### config.mk
export PLATFORM = sky130hd
export DESIGN_NAME = label_volume_rle_encoder_core
export DESIGN_NICKNAME = d
export VERILOG_FILES = /design/src/design/lvre_pkg.sv /design/src/design/label_volume_rle_encoder_core.sv /design/src/design/lvre_run_tracker.sv /design/src/design/lvre_out_queue.sv
export SDC_FILE = /design/constraint.sdc
export NUM_CORES = 1
export LEC_CHECK = 0
export ABC_CLOCK_PERIOD_IN_PS = 5750
export BUFFER_PORTS_ARGS = -buffer_cell sky130_fd_sc_hd__buf_2
export CORE_ASPECT_RATIO = 0.5
export CORE_UTILIZATION = 25
export DETAILED_ROUTE_END_ITERATION = 6
export GPL_ROUTABILITY_DRIVEN = 1
export MAX_ROUTING_LAYER = met4
export PLACE_DENSITY = 0.44
export SYNTH_ARGS = -nofsm -noshare
export SYNTH_HDL_FRONTEND = slang
export SYNTH_SLANG_ARGS = --single-unit
### constraint.sdc
create_clock -name aclk -period 5.75 [get_ports aclk]
set_clock_uncertainty 0.05 [all_clocks]
set_input_delay 0.2875 -clock aclk [delete_from_list [all_inputs] [get_ports aclk]]
set_output_delay 0.2875 -clock aclk [all_outputs]
set_load 0.03 [all_outputs]
### src/design/lvre_pkg.sv
`timescale 1ns / 1ps
`default_nettype none

package lvre_pkg;

    // Width of the plane position counter.
    localparam int PLANE_POS_WIDTH = 24;
    // Width of the plane size register.
    localparam int PLANE_SIZE_WIDTH = 25;
    // Width used to compare the incremented position with the plane size.
    localparam int PLANE_CMP_WIDTH = (PLANE_POS_WIDTH + 1 > PLANE_SIZE_WIDTH) ?
                                     PLANE_POS_WIDTH + 1 : PLANE_SIZE_WIDTH;

    localparam logic [7:0] RUN_MAX = 8'd255;

    // Configuration port.
    localparam int PADDR_WIDTH = 3;
    localparam int PDATA_WIDTH = 32;
    localparam logic [PADDR_WIDTH-1:0] ADDR_PLANE_SIZE = 3'd0;
    localparam logic [PLANE_SIZE_WIDTH-1:0] PLANE_SIZE_RESET = 25'd1;

    // Output queue.
    localparam int QUEUE_DEPTH = 4;
    localparam int QUEUE_PTR_WIDTH = 2;
    localparam int QUEUE_CNT_WIDTH = 3;

    typedef struct packed {
        logic [7:0] run_count;
        logic [7:0] run_label;
        logic       ends_plane;
        logic       last_of_item;
    } run_t;

    // Runs produced by one voxel, packed to the front.
    typedef struct packed {
        logic [1:0] num_runs;
        run_t       run_first;
        run_t       run_second;
    } run_push_t;

endpackage

`default_nettype wire

### src/design/label_volume_rle_encoder_core.sv
`timescale 1ns / 1ps
`default_nettype none

// Run-length encoder for a stream of 8-bit label voxels in raster order.
// Each word on the input channel (s_valid/s_ready, s_voxel_label) carries
// one voxel. Each word on the result channel (m_valid/m_ready) carries one
// run: its count, its label, whether the plane boundary closed it, and a
// flag on the final run caused by a given voxel. A voxel gives zero, one or
// two runs. The plane size (voxels per plane) is set through the APB-style
// register at byte address 0 and should only be written while idle.
// A voxel is taken into an input register and is processed by the run tracker
// once the output queue is sure to have room; its runs are written into that
// queue, whose head drives the result channel. The run tracker takes one voxel
// per cycle while the queue has room for two runs; the result channel delivers
// one run per cycle while the receiver is ready, so a voxel that yields two
// runs costs one extra result slot, absorbed by the four-word output queue.
// When the receiver stalls, the queue fills and s_ready drops once it holds
// more than two words. Reset clears the open run and plane position, empties
// the queue and sets the plane size to 1.
module label_volume_rle_encoder_core
    import lvre_pkg::*;
(
    input  wire logic                   aclk,
    input  wire logic                   aresetn,

    input  wire logic                   s_valid,
    output logic                        s_ready,
    input  wire logic [7:0]             s_voxel_label,

    output logic                        m_valid,
    input  wire logic                   m_ready,
    output logic [7:0]                  m_run_count,
    output logic [7:0]                  m_run_label,
    output logic                        m_ends_plane,
    output logic                        m_last_of_item,

    input  wire logic                   psel,
    input  wire logic                   penable,
    input  wire logic                   pwrite,
    input  wire logic [PADDR_WIDTH-1:0] paddr,
    input  wire logic [PDATA_WIDTH-1:0] pwdata,
    output logic [PDATA_WIDTH-1:0]      prdata,
    output logic                        pready
);

    // Plane size register, written through the configuration port.
    logic [PLANE_SIZE_WIDTH-1:0] plane_size_reg;

    // Input register: the voxel waiting for the run tracker.
    logic       in_valid_reg;
    logic [7:0] in_label_reg;

    logic                       step_en;
    logic [QUEUE_CNT_WIDTH-1:0] queue_fill;
    run_push_t                  push;
    run_t                       out_run;

    // The tracker may run only when the queue is sure to have room for two
    // runs, judged from its registered fill so no path comes from m_ready.
    assign step_en = in_valid_reg
                     && (queue_fill <= QUEUE_CNT_WIDTH'(QUEUE_DEPTH - 2));
    assign s_ready = !in_valid_reg || step_en;

    always_ff @(posedge aclk) begin
        if (!aresetn) begin
            in_valid_reg <= 1'b0;
        end else if (s_ready) begin
            in_valid_reg <= s_valid;
        end
    end

    always_ff @(posedge aclk) begin
        if (s_valid && s_ready) begin
            in_label_reg <= s_voxel_label;
        end
    end

    // Configuration port: a write lands in the access phase; other addresses
    // are ignored and read back as zero.
    assign pready = 1'b1;

    always_ff @(posedge aclk) begin
        if (!aresetn) begin
            plane_size_reg <= PLANE_SIZE_RESET;
        end else if (psel && penable && pwrite && (paddr == ADDR_PLANE_SIZE)) begin
            plane_size_reg <= pwdata[PLANE_SIZE_WIDTH-1:0];
        end
    end

    always_comb begin
        prdata = '0;
        if (paddr == ADDR_PLANE_SIZE) begin
            prdata = PDATA_WIDTH'(plane_size_reg);
        end
    end

    lvre_run_tracker u_tracker (
        .aclk        (aclk),
        .aresetn     (aresetn),
        .step_en     (step_en),
        .voxel_label (in_label_reg),
        .plane_size  (plane_size_reg),
        .push        (push)
    );

    // Nothing is pushed on cycles where the tracker does not step.
    run_push_t queue_push;

    always_comb begin
        queue_push = push;
        if (!step_en) begin
            queue_push.num_runs = 2'd0;
        end
    end

    lvre_out_queue u_queue (
        .aclk      (aclk),
        .aresetn   (aresetn),
        .push      (queue_push),
        .fill      (queue_fill),
        .out_valid (m_valid),
        .out_ready (m_ready),
        .out_run   (out_run)
    );

    assign m_run_count    = out_run.run_count;
    assign m_run_label    = out_run.run_label;
    assign m_ends_plane   = out_run.ends_plane;
    assign m_last_of_item = out_run.last_of_item;

endmodule

`default_nettype wire

### src/design/lvre_run_tracker.sv
`timescale 1ns / 1ps
`default_nettype none

module lvre_run_tracker
    import lvre_pkg::*;
(
    input  wire logic                        aclk,
    input  wire logic                        aresetn,
    input  wire logic                        step_en,
    input  wire logic [7:0]                  voxel_label,
    input  wire logic [PLANE_SIZE_WIDTH-1:0] plane_size,
    output run_push_t                        push
);

    logic [7:0]                 open_len_reg, open_len_next;
    logic [7:0]                 open_label_reg, open_label_next;
    logic [PLANE_POS_WIDTH-1:0] plane_pos_reg, plane_pos_next;

    logic [7:0]               len_after_voxel;
    logic [7:0]               len_inc;
    logic                     emit_change;
    run_t                     run_change;
    run_t                     run_plane;
    logic                     emit_plane;
    logic [PLANE_POS_WIDTH:0] pos_inc;
    logic                     at_boundary;

    always_comb begin
        len_inc         = open_len_reg + 8'd1;
        emit_change     = 1'b0;
        run_change      = '{run_count: open_len_reg, run_label: open_label_reg,
                            ends_plane: 1'b0, last_of_item: 1'b0};
        len_after_voxel = 8'd1;
        open_label_next = voxel_label;

        if (open_len_reg == 8'd0) begin
            len_after_voxel = 8'd1;
        end else if (open_label_reg == voxel_label) begin
            // Same label: extend, and close the run when it is full.
            if (len_inc == RUN_MAX) begin
                emit_change          = 1'b1;
                run_change.run_count = RUN_MAX;
                len_after_voxel      = 8'd0;
            end else begin
                len_after_voxel = len_inc;
            end
        end else begin
            emit_change = 1'b1;
        end

        pos_inc     = {1'b0, plane_pos_reg} + {{PLANE_POS_WIDTH{1'b0}}, 1'b1};
        at_boundary = (PLANE_CMP_WIDTH'(pos_inc) == PLANE_CMP_WIDTH'(plane_size));

        emit_plane = at_boundary && (len_after_voxel != 8'd0);
        run_plane  = '{run_count: len_after_voxel, run_label: open_label_next,
                       ends_plane: 1'b1, last_of_item: 1'b1};

        if (at_boundary) begin
            plane_pos_next = '0;
            open_len_next  = 8'd0;
        end else begin
            plane_pos_next = pos_inc[PLANE_POS_WIDTH-1:0];
            open_len_next  = len_after_voxel;
        end

        run_change.last_of_item = !emit_plane;

        push.num_runs   = {1'b0, emit_change} + {1'b0, emit_plane};
        push.run_first  = emit_change ? run_change : run_plane;
        push.run_second = run_plane;
    end

    always_ff @(posedge aclk) begin
        if (!aresetn) begin
            open_len_reg   <= 8'd0;
            open_label_reg <= 8'd0;
            plane_pos_reg  <= '0;
        end else if (step_en) begin
            open_len_reg   <= open_len_next;
            open_label_reg <= open_label_next;
            plane_pos_reg  <= plane_pos_next;
        end
    end

endmodule

`default_nettype wire

### src/design/lvre_out_queue.sv
`timescale 1ns / 1ps
`default_nettype none

module lvre_out_queue
    import lvre_pkg::*;
(
    input  wire logic                       aclk,
    input  wire logic                       aresetn,
    input  wire run_push_t                  push,
    output logic [QUEUE_CNT_WIDTH-1:0]      fill,
    output logic                            out_valid,
    input  wire logic                       out_ready,
    output run_t                            out_run
);

    run_t                        entry_reg [QUEUE_DEPTH];
    logic [QUEUE_PTR_WIDTH-1:0]  wr_ptr_reg, wr_ptr_next;
    logic [QUEUE_PTR_WIDTH-1:0]  rd_ptr_reg, rd_ptr_next;
    logic [QUEUE_CNT_WIDTH-1:0]  count_reg, count_next;
    logic [QUEUE_PTR_WIDTH-1:0]  wr_ptr_plus1;
    logic                        pop;

    assign out_valid    = (count_reg != '0);
    assign out_run      = entry_reg[rd_ptr_reg];
    assign fill         = count_reg;
    assign pop          = out_valid && out_ready;
    assign wr_ptr_plus1 = wr_ptr_reg + QUEUE_PTR_WIDTH'(1);

    always_comb begin
        wr_ptr_next = wr_ptr_reg + QUEUE_PTR_WIDTH'(push.num_runs);
        rd_ptr_next = rd_ptr_reg + QUEUE_PTR_WIDTH'(pop);
        count_next  = count_reg + QUEUE_CNT_WIDTH'(push.num_runs)
                      - QUEUE_CNT_WIDTH'(pop);
    end

    always_ff @(posedge aclk) begin
        if (push.num_runs != 2'd0) begin
            entry_reg[wr_ptr_reg] <= push.run_first;
        end
        if (push.num_runs == 2'd2) begin
            entry_reg[wr_ptr_plus1] <= push.run_second;
        end
    end

    always_ff @(posedge aclk) begin
        if (!aresetn) begin
            wr_ptr_reg <= '0;
            rd_ptr_reg <= '0;
            count_reg  <= '0;
        end else begin
            wr_ptr_reg <= wr_ptr_next;
            rd_ptr_reg <= rd_ptr_next;
            count_reg  <= count_next;
        end
    end

endmodule

`default_nettype wire
==> reports/metrics.cfg, run 1 <==
[logic_synthesis]
synth-compound-area-share_pct=14.62
yosysUniqueCellTypes=70
ys_async_sr_fraction_pct=0
yosys_warnings=0
postSynthCellCount=847
syn_avg_cell_area_sq_um=9.852
synth_edf_count=72
synth-seq-cells=153
synthAdderAreaFrac_pct=1.889
synth-simple-area-share_pct=21.29
synthMuxAreaShare_pct=5.248
synth_xor_xnor_area_share_pct=7.242
synth_top_family_by_area=simple AND/OR/NAND/NOR gates
synth-main-ff-cell=dfxtp_1
syn_area_sq_mm=0.008344
synth-seq-area-share_pct=45.34

[timing]
finalHoldViolCount=0
fin_crit_ns=5.133
rsz0062_at_grt=false
fin_tns_setup_ns=0
relSlewSlack_pct=25.87
final.period_utilization_pct=89.27
setup_ws_ns=0.6173
worst_pin_slew_ns=1.110
max_clock_freq_ghz=0.1948
maxSlewViolCount=0
setup_viol=0

[die]
start_util_pct=25.89
die_h_um=131.2
row_count=46
ios=103
die_area_sq_mm=0.03416
die_w_um=260.4
coreArea_sq_mm=0.03223

[layout]
largest_register_ffs=72
areaGrowthSynthToFinish_pct=19.19
fin_util_pct=30.86
final_common_cell=nand2_1
diodes=0
finalNonFillerCells=1384
n_fill_cell=3366
layout_common_cells=nand2_1 (105), buf_2 (87), nor2_1 (81), dfxtp_1 (80), edfxtp_1 (72)
fin_nets=1001
drive_gt1_share_pct=19.22

[pwr]
comb_power_share_pct=20.4
switchingPower_uw=943.1
internal-power_mw=2.131
seq_power_share_pct=42.8
power.leakage_nw=3.489
powerDensity_mw_per_mm2=309.1
p_clk_share_pct=36.8
p_total_mw=3.074
peakVddDrop_mv=0.2241
netSwitchingFraction_pct=30.68

[grt]
overflow=0
antenna_found_initial=0
grt_pass1_wl_um=36870
grt_max_degree=47
grt_pass1_vias=6498
grt_usage_pct=14.62

[route]
post-route-drc-count=0
num_vias=6511
avgRoutedWirePerCell_um=17.08
wirelength_um=23640
drt-initial-drc-count=376
via_per_inst=4.704
dr.pass1.iters=7
ant_nets=0

[worst_setup_path]
critPathKind=reg -> reg
r2r_slack_ns=0.62
cp.required_ns=5.90
timing.rr.end=u_queue.entry_reg[0][8]
crit_path_end=u_queue.entry_reg[0][8]
crit_arrival_ns=5.28
startpoint=u_tracker.plane_pos_reg[0]
critPathCaptureType=flop
r2r_cells=13
reg2reg_from=u_tracker.plane_pos_reg[0]
cp_max_fo=11
startpoint_type=flop

[worst_hold_path]
hp-class=in -> reg
min_path_cells=3

[clock_network]
cts_tree=done
insertion_delay_ns=0.45
path_clk_slew_ns=0.07
clock_path_buffers=2
cts.sinks=153
cts_setup_buffers=0
h-tree-depth=4
numCtsBuffers=17
cts_root_buf=clkbuf_16

[place]
gp_congestion=0.8402
portBuffers=87
dp_hpwl_um=16700
dp_slack_ns=0.5998
dp.cells=1343

[run_status]
status=completed

[flow_run]
maxCapViolations=0

## worst min-delay path by stage
stage / start / endpoint / slack [ns]
after CTS: pwdata[18] / plane_size_reg[18] / 0.01
after global placement: u_queue.entry_reg[2][1] / u_queue.entry_reg[2][1] / 0.40
after detailed placement: u_queue.entry_reg[2][1] / u_queue.entry_reg[2][1] / 0.40
after global routing: pwdata[4] / plane_size_reg[4] / 0.02
after floorplan: s_voxel_label[0] / in_label_reg[0] / 0.34
final: s_valid / in_valid_reg / 0.04
## power groups by stage
stage / sequential, mW / clock [mW] / combinational [mW]
after global placement: 1.34 / 0 / 0.627
after detailed placement: 1.34 / 0 / 0.632
final: 1.32 / 1.13 / 0.627
after CTS: 1.32 / 1.17 / 0.640
after floorplan: 1.28 / 0 / 0.502
after global routing: 1.33 / 1.22 / 0.679
## through the flow
step | hold WS, ns | cell area (sq um)
2_1_floorplan | 0.3364 | 8367
3_3_place_gp | 0.3961 | 9271
3_5_place_dp | 0.4022 | 9271
4_1_cts | 0.01369 | 9946
5_1_grt | 0.02138 | 9946
6_report | 0.03813 | 9946
## timing repair
action                    4_1_cts  5_1_grt
hold endpoints to repair        9        0
gates resized for setup         0        0
hold buffers                    9        0
## kinds of logic after synthesis
kind of cell,after synthesis
mux,20
simple gates,350
fa+ha+maj,12
xor+xnor,69
flops,153
buf+inv,74
other cells,2
compound gates,167
## critical path, cell delays in order, from the launching register on
cell       delay [ns]
dfxtp_1          0.47
ha_1             0.35
nand3_2          0.22
nor3_1           0.29
xnor2_1          0.09
a2111oi_0        0.67
nand2_1          0.13
or4_4            0.60
a41oi_2          0.23
ha_1             0.36
o21ai_1          0.45
nand2b_1         0.35
o21ai_1          0.33
a22o_1           0.30
## cell type report
class | count | area [sq um] | share of cell area (%)
clock buffers | 19 | 442.9 | 4.453
well taps | 432 | 540.5 | 5.435
multi-input cells | 626 | 4232 | 42.55
flip-flops and latches | 153 | 3785 | 38.06
clock inverters | 13 | 141.4 | 1.422
repair buffers | 122 | 733.2 | 7.372
inverters | 19 | 71.32 | 0.7171
## per-layer routing
layer | track usage, % | up-vias | wire [um]
met5 | - | - | 0
met4 | 3.964 | 0 | 329
met3 | 3.762 | 25 | 1147
met2 | 22.50 | 130 | 10920
met1 | 18.93 | 3130 | 11250
li1 | - | 3226 | -
## synth_stat cells, types with 6 or more instances
cell type / instances / share of area (%)
or3_1: 11 / 0.82
a21oi_1: 34 / 2.0
edfxtp_1: 72 / 26
dfxtp_1: 81 / 19
nor3_1: 29 / 1.7
nand2b_1: 7 / 0.52
a22o_1: 42 / 4.4
xnor2_1: 45 / 4.7
o22ai_1: 8 / 0.60
buf_4: 10 / 0.90
xor2_1: 24 / 2.5
nor2_1: 81 / 3.6
buf_2: 7 / 0.42
nand2_1: 105 / 4.7
o21ai_0: 10 / 0.60
and3_1: 7 / 0.52
nand3_1: 19 / 1.1
and2_1: 39 / 2.9
mux4_2: 19 / 5.1
ha_1: 11 / 1.6
a21boi_0: 33 / 3.0
nand4_1: 14 / 1.0
clkbuf_1: 29 / 1.3
or2_2: 6 / 0.45
inv_1: 19 / 0.85
(Power assumes the default switching activity.)
==> inputs of run 2 (changes only) <==
- ABC_AREA: not set -> 1
==> run 2 against run 1 <==
  * Sequential power decreased by 4%
  * Utilization is 0.66 points lower
  * Design area rose by 0.89%
  * Power up 8.0%
  * Non-clock buffer count shrank 10
==> reports/metrics.cfg, run 2 <==
[run_status]
status=completed  ; unchanged

[layout]
layout_common_cells=nand2_1 (262), nor2_1 (147), inv_1 (101), a21oi_1 (88), buf_2 (87)  ; was nand2_1 (105), buf_2 (87), nor2_1 (81), dfxtp_1 (80), edfxtp_1 (72)
diodes=0  ; unchanged
areaGrowthSynthToFinish_pct=18.15  ; was 19.19%
largest_register_ffs=72  ; unchanged
final_common_cell=nand2_1  ; unchanged
drive_gt1_share_pct=14.96  ; was 19.22%
fin_area_sq_mm=0.01003  ; was 0.009946 sq mm
multi_input_area_sq_mm=0.004039  ; was 0.004232 sq mm
n_fill_cell=3548  ; was 3366
fin_nets=1272  ; was 1001
final-seq-area_sq_mm=0.003784  ; was 0.003785 sq mm

[pwr]
powerDensity_mw_per_mm2=330.9  ; was 309.1 mW/mm^2
power.leakage_nw=3.874  ; was 3.489 nW
peakVddDrop_mv=0.1401  ; was 0.2241 mV

[die]
ios=103  ; unchanged
coreArea_sq_mm=0.03323  ; was 0.03223 sq mm
die_area_sq_mm=0.03476  ; was 0.03416 sq mm
start_util_pct=25.56  ; was 25.89%
row_count=47  ; was 46
die_h_um=132.3  ; was 131.2 um
die_w_um=262.7  ; was 260.4 um

[grt]
antenna_found_initial=0  ; unchanged
overflow=0  ; unchanged
grt_usage_pct=15.59  ; was 14.62%
grt_max_degree=65  ; was 47
grt_pass1_wl_um=41240  ; was 36870 um
grt_pass1_vias=7435  ; was 6498

[worst_setup_path]
critPathCaptureType=flop  ; unchanged
critPathKind=reg -> reg  ; unchanged
startpoint_type=flop  ; unchanged
cp_max_fo=17  ; was 11
cp.required_ns=6.02  ; was 5.90 ns
r2r_cells=19  ; was 13
crit_arrival_ns=4.45  ; was 5.28 ns

[logic_synthesis]
synthTopCellsByCount=nand2_1 (262), nor2_1 (147), inv_1 (101)  ; was nand2_1 (105), dfxtp_1 (81), nor2_1 (81)
syn_avg_cell_area_sq_um=7.529  ; was 9.852 sq um
synth_top_cells_by_area=edfxtp_1 (25%), dfxtp_1 (19%), nand2_1 (12%)  ; was edfxtp_1 (26%), dfxtp_1 (19%), mux4_2 (5.1%)
yosys_warnings=0  ; unchanged
yosysUniqueCellTypes=41  ; was 70
yosysTopAreaCell=edfxtp_1  ; unchanged
postSynthCellCount=1128  ; was 847
synth_edf_count=72  ; unchanged
synth.most_common_cell=nand2_1  ; unchanged
synth-seq-cells=153  ; unchanged
ys_async_sr_fraction_pct=0  ; unchanged
syn_area_sq_mm=0.008493  ; was 0.008344 sq mm
synth-seq-area-share_pct=44.55  ; was 45.34%
synth-main-ff-cell=dfxtp_1  ; unchanged
yosysTopAreaCellShare_pct=25.46  ; was 25.91%

[timing]
relSlewSlack_pct=27.41  ; was 25.87%
rsz0062_at_grt=false  ; unchanged
maxSlewViolCount=0  ; unchanged
finalHoldViolCount=0  ; unchanged
fin_tns_setup_ns=0  ; unchanged
fin_crit_ns=4.178  ; was 5.133 ns
setup_viol=0  ; unchanged
worst_pin_slew_ns=1.087  ; was 1.110 ns
final.period_utilization_pct=72.67  ; was 89.27%
max_clock_freq_ghz=0.2393  ; was 0.1948 GHz

[flow_run]
maxCapViolations=0  ; unchanged

[place]
dp_hpwl_um=17980  ; was 16700 um
placedInstanceArea_sq_mm=0.009365  ; was 0.009271 sq mm
portBuffers=87  ; unchanged
gp_congestion=0.8820  ; was 0.8402

[route]
via_per_inst=4.714  ; was 4.704
post-route-drc-count=0  ; unchanged
wirelength_um=25850  ; was 23640 um
dr.pass1.iters=5  ; was 7
num_vias=7844  ; was 6511
avgRoutedWirePerCell_um=15.54  ; was 17.08 um
drt-initial-drc-count=644  ; was 376
ant_nets=0  ; unchanged

[worst_hold_path]
hp-class=in -> reg  ; unchanged
min_path_cells=3  ; unchanged

[clock_network]
clock_path_buffers=2  ; unchanged
h-tree-depth=4  ; unchanged
cts.sinks=153  ; unchanged
cts-resized-gates=0  ; unchanged
insertion_delay_ns=0.44  ; was 0.45 ns
cts_root_buf=clkbuf_16  ; unchanged
path_clk_slew_ns=0.07  ; about the same
cts_tree=done  ; unchanged
cts_setup_buffers=0  ; unchanged
cts_hold_buf=8  ; was 9
numCtsBuffers=17  ; unchanged

==> run 2: final cells by class <==
type / instances / share of cell area, %
Multi-Input combinational cell: 816 / 40.25
Tap cell: 441 / 5.499
Sequential cell: 153 / 37.71
Timing Repair Buffer: 112 / 6.534
Inverter: 110 / 4.140
Clock inverter: 14 / 1.496
Clock buffer: 18 / 4.377
==> run 2: cells by family after synthesis <==
| kind of cell | after synthesis | share of synthesized area, % |
|---|---|---|
| and+or+nand+nor | 513 | 25.37 |
| AOI/OAI and AO/OA | 264 | 17.86 |
| buffers and inverters | 165 | 8.161 |
| DFF | 153 | 44.55 |
| xor gates and xnor gates | 19 | 2.121 |
| adders and majority gates | 12 | 1.856 |
| other | 2 | 0.08842 |
==> run 2: critical path, cell delays in order, from the launching register on <==
cell,delay [ns]
dfxtp_1,0.46
ha_1,0.24
nand3_1,0.13
nor2_1,0.14
xor2_1,0.08
inv_1,0.10
nand3_2,0.16
a21boi_1,0.54
nand4_1,0.18
nor2_1,0.15
nor2_1,0.08
ha_1,0.30
o21ai_0,0.25
inv_1,0.11
nand2_1,0.07
buf_4,0.25
nand2_1,0.31
buf_4,0.31
nor2_1,0.10
a21oi_1,0.04
==> run 2: layer usage <==
layer  wire length, um  global-route usage [%]  vias to the layer above
li1                  -                       -                     3936
met5                 0                       -                        -
met3              1103                   2.634                       24
met4               352                   3.725                        0
met2             12210                   25.15                      188
met1             12190                   20.33                     3696
==> run 2: power breakdown <==
| part | internal, mW | total, mW | switching, mW |
|---|---|---|---|
| Combinational | 0.251 | 0.898 | 0.647 |
| Sequential | 1.23 | 1.27 | 0.0456 |
| Clock | 0.628 | 1.15 | 0.521 |
==> run 2: through the flow <==
stage                     hold slack (ns)  utilization (%)  setup slack [ns]  instances  total power, mW
after floorplan                    0.3364                -             2.344       1134            1.929
after global placement             0.4131            28.19             1.581       1624            2.189
after detailed placement           0.4161            28.19             1.585       1624            2.203
after CTS                        0.001941            30.20             1.554       1664            3.356
after global routing              0.02307            30.20            0.9846       1664            3.498
final                             0.01247            30.20             1.572       1664            3.320
==> run 2: worst paths after layout <==
| path | slack (ns) | endpoint | from |
|---|---|---|---|
| worst min register to register | 0.44 | u_queue.entry_reg[1][1] | u_queue.entry_reg[1][1] |
| worst min-delay path | 0.01 | plane_size_reg[0] | pwdata[0] |
| worst max-delay path | 1.57 | u_queue.entry_reg[1][0] | u_tracker.open_len_reg[1] |
| worst max register to register | 1.57 | u_queue.entry_reg[1][0] | u_tracker.open_len_reg[1] |
==> inputs of run 3 (changes only) <==
- ABC_CLOCK_PERIOD_IN_PS: 5750 -> 3500
- PLACE_DENSITY: 0.44 -> 0.45
- clock period: 5.75 -> 3.5 ns (I/O delays scaled with it)
==> run 3 against run 2 <==
  * Hold slack improved by 0.022 ns
  * Global-route usage up 0.49 points
  * Via count increased by 4.7%
  * Sequential cell count unchanged
  * Non-clock buffer count rose by 122
  * Cell count increased by 7.3%
  * Sequential power rose by 65%
  * Fmax rose by 20%
  * Largest cell class unchanged
==> reports/metrics.cfg, run 3 (synthesized netlist as in run 2, its figures left out) <==
[timing]
worst_pin_slew_ns=0.9652  ; was 1.087 ns
max_clock_freq_ghz=0.2883  ; was 0.2393 GHz
fin_crit_ns=3.469  ; was 4.178 ns
setup_viol=0  ; unchanged
maxSlewViolCount=0  ; unchanged
setup_ws_ns=0.03095  ; was 1.572 ns
final.period_utilization_pct=99.12  ; was 72.67%
finalHoldViolCount=0  ; unchanged
relSlewSlack_pct=35.65  ; was 27.41%
rsz0062_at_grt=true  ; was false

[layout]
multi_input_area_sq_mm=0.004235  ; was 0.004039 sq mm
final_common_cell=nand2_1  ; unchanged
drive_gt1_share_pct=24.46  ; was 14.96%
layout_common_cells=nand2_1 (242), nor2_1 (139), buf_4 (110), inv_1 (98)  ; was nand2_1 (262), nor2_1 (147), inv_1 (101), a21oi_1 (88), buf_2 (87)
areaGrowthSynthToFinish_pct=32.06  ; was 18.15%
diodes=0  ; unchanged
fin_nets=1394  ; was 1272
largest_register_ffs=72  ; unchanged
n_fill_cell=3481  ; was 3548
final-seq-area_sq_mm=0.003791  ; was 0.003784 sq mm

[die]
row_count=47  ; unchanged
ios=103  ; unchanged
die_area_sq_mm=0.03476  ; unchanged
die_h_um=132.3  ; unchanged
coreArea_sq_mm=0.03323  ; unchanged
die_w_um=262.7  ; unchanged
start_util_pct=25.56  ; unchanged

[grt]
grt_pass1_vias=8108  ; was 7435
grt_pass1_wl_um=42580  ; was 41240 um
grt_max_degree=64  ; was 65
grt_usage_pct=16.08  ; was 15.59%
overflow=0  ; unchanged
antenna_found_initial=0  ; unchanged

[worst_setup_path]
crit_family=simple AND/OR/NAND/NOR gates  ; unchanged
startpoint_type=flop  ; unchanged
critPathCaptureType=flop  ; unchanged
critPathKind=reg -> reg  ; unchanged
crit_arrival_ns=3.75  ; was 4.45 ns
cp_max_fo=5  ; was 17
critPathMaxStageDelay_ns=0.40  ; was 0.54 ns
cp.required_ns=3.78  ; was 6.02 ns
crit_chain=ha_4 > nand2_4 > nor2_4 > buf_6 > nand3b_1 > o21ai_2 > nand3_1 > a21oi_2 > nand2_1 > nor2_1 > nand2_1 > nor2_2 > buf_4 > ha_4 > inv_4 > nor2_4 > ha_2 > fa_2 > xor2_2 > o21ai_1 > a21oi_1  ; was ha_1 > nand3_1 > nor2_1 > xor2_1 > inv_1 > nand3_2 > a21boi_1 > nand4_1 > nor2_1 > nor2_1 > ha_1 > o21ai_0 > inv_1 > nand2_1 > buf_4 > nand2_1 > buf_4 > nor2_1 > a21oi_1
cp_num_buf_inv=3  ; was 4
slowest_stage=fa_2  ; was a21boi_1

[clock_network]
clock_path_buffers=2  ; unchanged
h-tree-depth=4  ; unchanged
cts.sinks=153  ; unchanged
path_clk_slew_ns=0.07  ; about the same
cts_root_buf=clkbuf_16  ; unchanged
cts_tree=done  ; unchanged
insertion_delay_ns=0.44  ; about the same
numCtsBuffers=17  ; unchanged

[route]
drt-initial-drc-count=477  ; was 644
wirelength_um=26720  ; was 25850 um
avgRoutedWirePerCell_um=14.96  ; was 15.54 um
dr.pass1.iters=6  ; was 5
ant_nets=0  ; unchanged
post-route-drc-count=0  ; unchanged
via_per_inst=4.596  ; was 4.714
num_vias=8209  ; was 7844

[run_status]
status=completed  ; unchanged

[place]
portBuffers=87  ; unchanged
dp_slack_ns=-0.2187  ; was 1.585 ns
dp_hpwl_um=19310  ; was 17980 um
gp_congestion=0.8841  ; was 0.8820

[pwr]
powerDensity_mw_per_mm2=494.9  ; was 330.9 mW/mm^2
p_total_mw=5.550  ; was 3.320 mW
power.leakage_nw=4.480  ; was 3.874 nW
peakVddDrop_mv=0.2372  ; was 0.1401 mV

[worst_hold_path]
hp-class=in -> reg  ; unchanged

[flow_run]
maxCapViolations=0  ; unchanged

[run 3: worst register-to-register path: stages, from the launching register on]
cell	delay (ns)
dfxtp_2	0.36
ha_4	0.17
nand2_4	0.06
nor2_4	0.20
buf_6	0.15
nand3b_1	0.12
o21ai_2	0.15
nand3_1	0.12
a21oi_2	0.15
nand2_1	0.08
nor2_1	0.11
nand2_1	0.12
nor2_2	0.13
buf_4	0.14
ha_4	0.21
inv_4	0.06
nor2_4	0.03
ha_2	0.18
fa_2	0.40
xor2_2	0.19
o21ai_1	0.13
a21oi_1	0.05
[run 3: per-stage QoR]
| stage | setup TNS, ns | util [%] | instance area, sq um | std cells | hold slack (ns) |
|---|---|---|---|---|---|
| finish | 0 | 33.76 | 11220 | 1786 | 0.03405 |
| global route | -4.390 | 33.76 | 11220 | 1786 | 0.05999 |
| CTS | 0 | 33.40 | 11100 | 1784 | 0.02527 |
| detailed placement | -16.17 | 30.29 | 10060 | 1717 | 0.3031 |
| global placement | -10.27 | 30.29 | 10060 | 1717 | 0.3077 |
| floorplan | 0 | - | 8516 | 1134 | 0.2239 |
[run 3: cell type report]
type | instances | area share (%)
Clock buffer | 18 | 3.826
Tap cell | 441 | 4.920
Clock inverter | 14 | 1.294
Timing Repair Buffer | 234 | 14.67
Sequential cell | 153 | 33.80
Inverter | 110 | 3.726
Multi-Input combinational cell | 816 | 37.76
[run 3: worst paths after layout]
check | from | endpoint | slack, ns | depth (start not counted)
worst max-delay path | u_tracker.plane_pos_reg[0] | u_queue.fill[2] | 0.03 | 21
worst min-delay path | pwdata[24] | plane_size_reg[24] | 0.03 | 3
worst max register to register | u_tracker.plane_pos_reg[0] | u_queue.fill[2] | 0.03 | 21
worst min register to register | u_queue.entry_reg[1][1] | u_queue.entry_reg[1][1] | 0.43 | 2
[run 3: per-layer routing]
layer / GRT usage (%) / up-vias / wire [um]
li1: - / 4179 / -
met1: 19.79 / 3843 / 12470
met2: 26.73 / 152 / 12800
met3: 3.026 / 35 / 1056
met4: 4.837 / 0 / 399
met5: - / - / 0
[run 3: power breakdown]
part           switching, mW  total, mW  leakage (nW)  internal, mW
combinational           1.09       1.61          2.92         0.518
sequential            0.0825       2.10          1.30          2.02
clock                  0.790       1.84         0.266          1.05
total                   1.96       5.55          4.48          3.59
[run 3: timing repair]
action	in CTS	in global routing
hold endpoints to repair	33	0
pin swaps	16	26
setup buffers	2	2
hold buffers	33	0
gates resized for setup	31	38
endpoints found under the setup margin	137	139
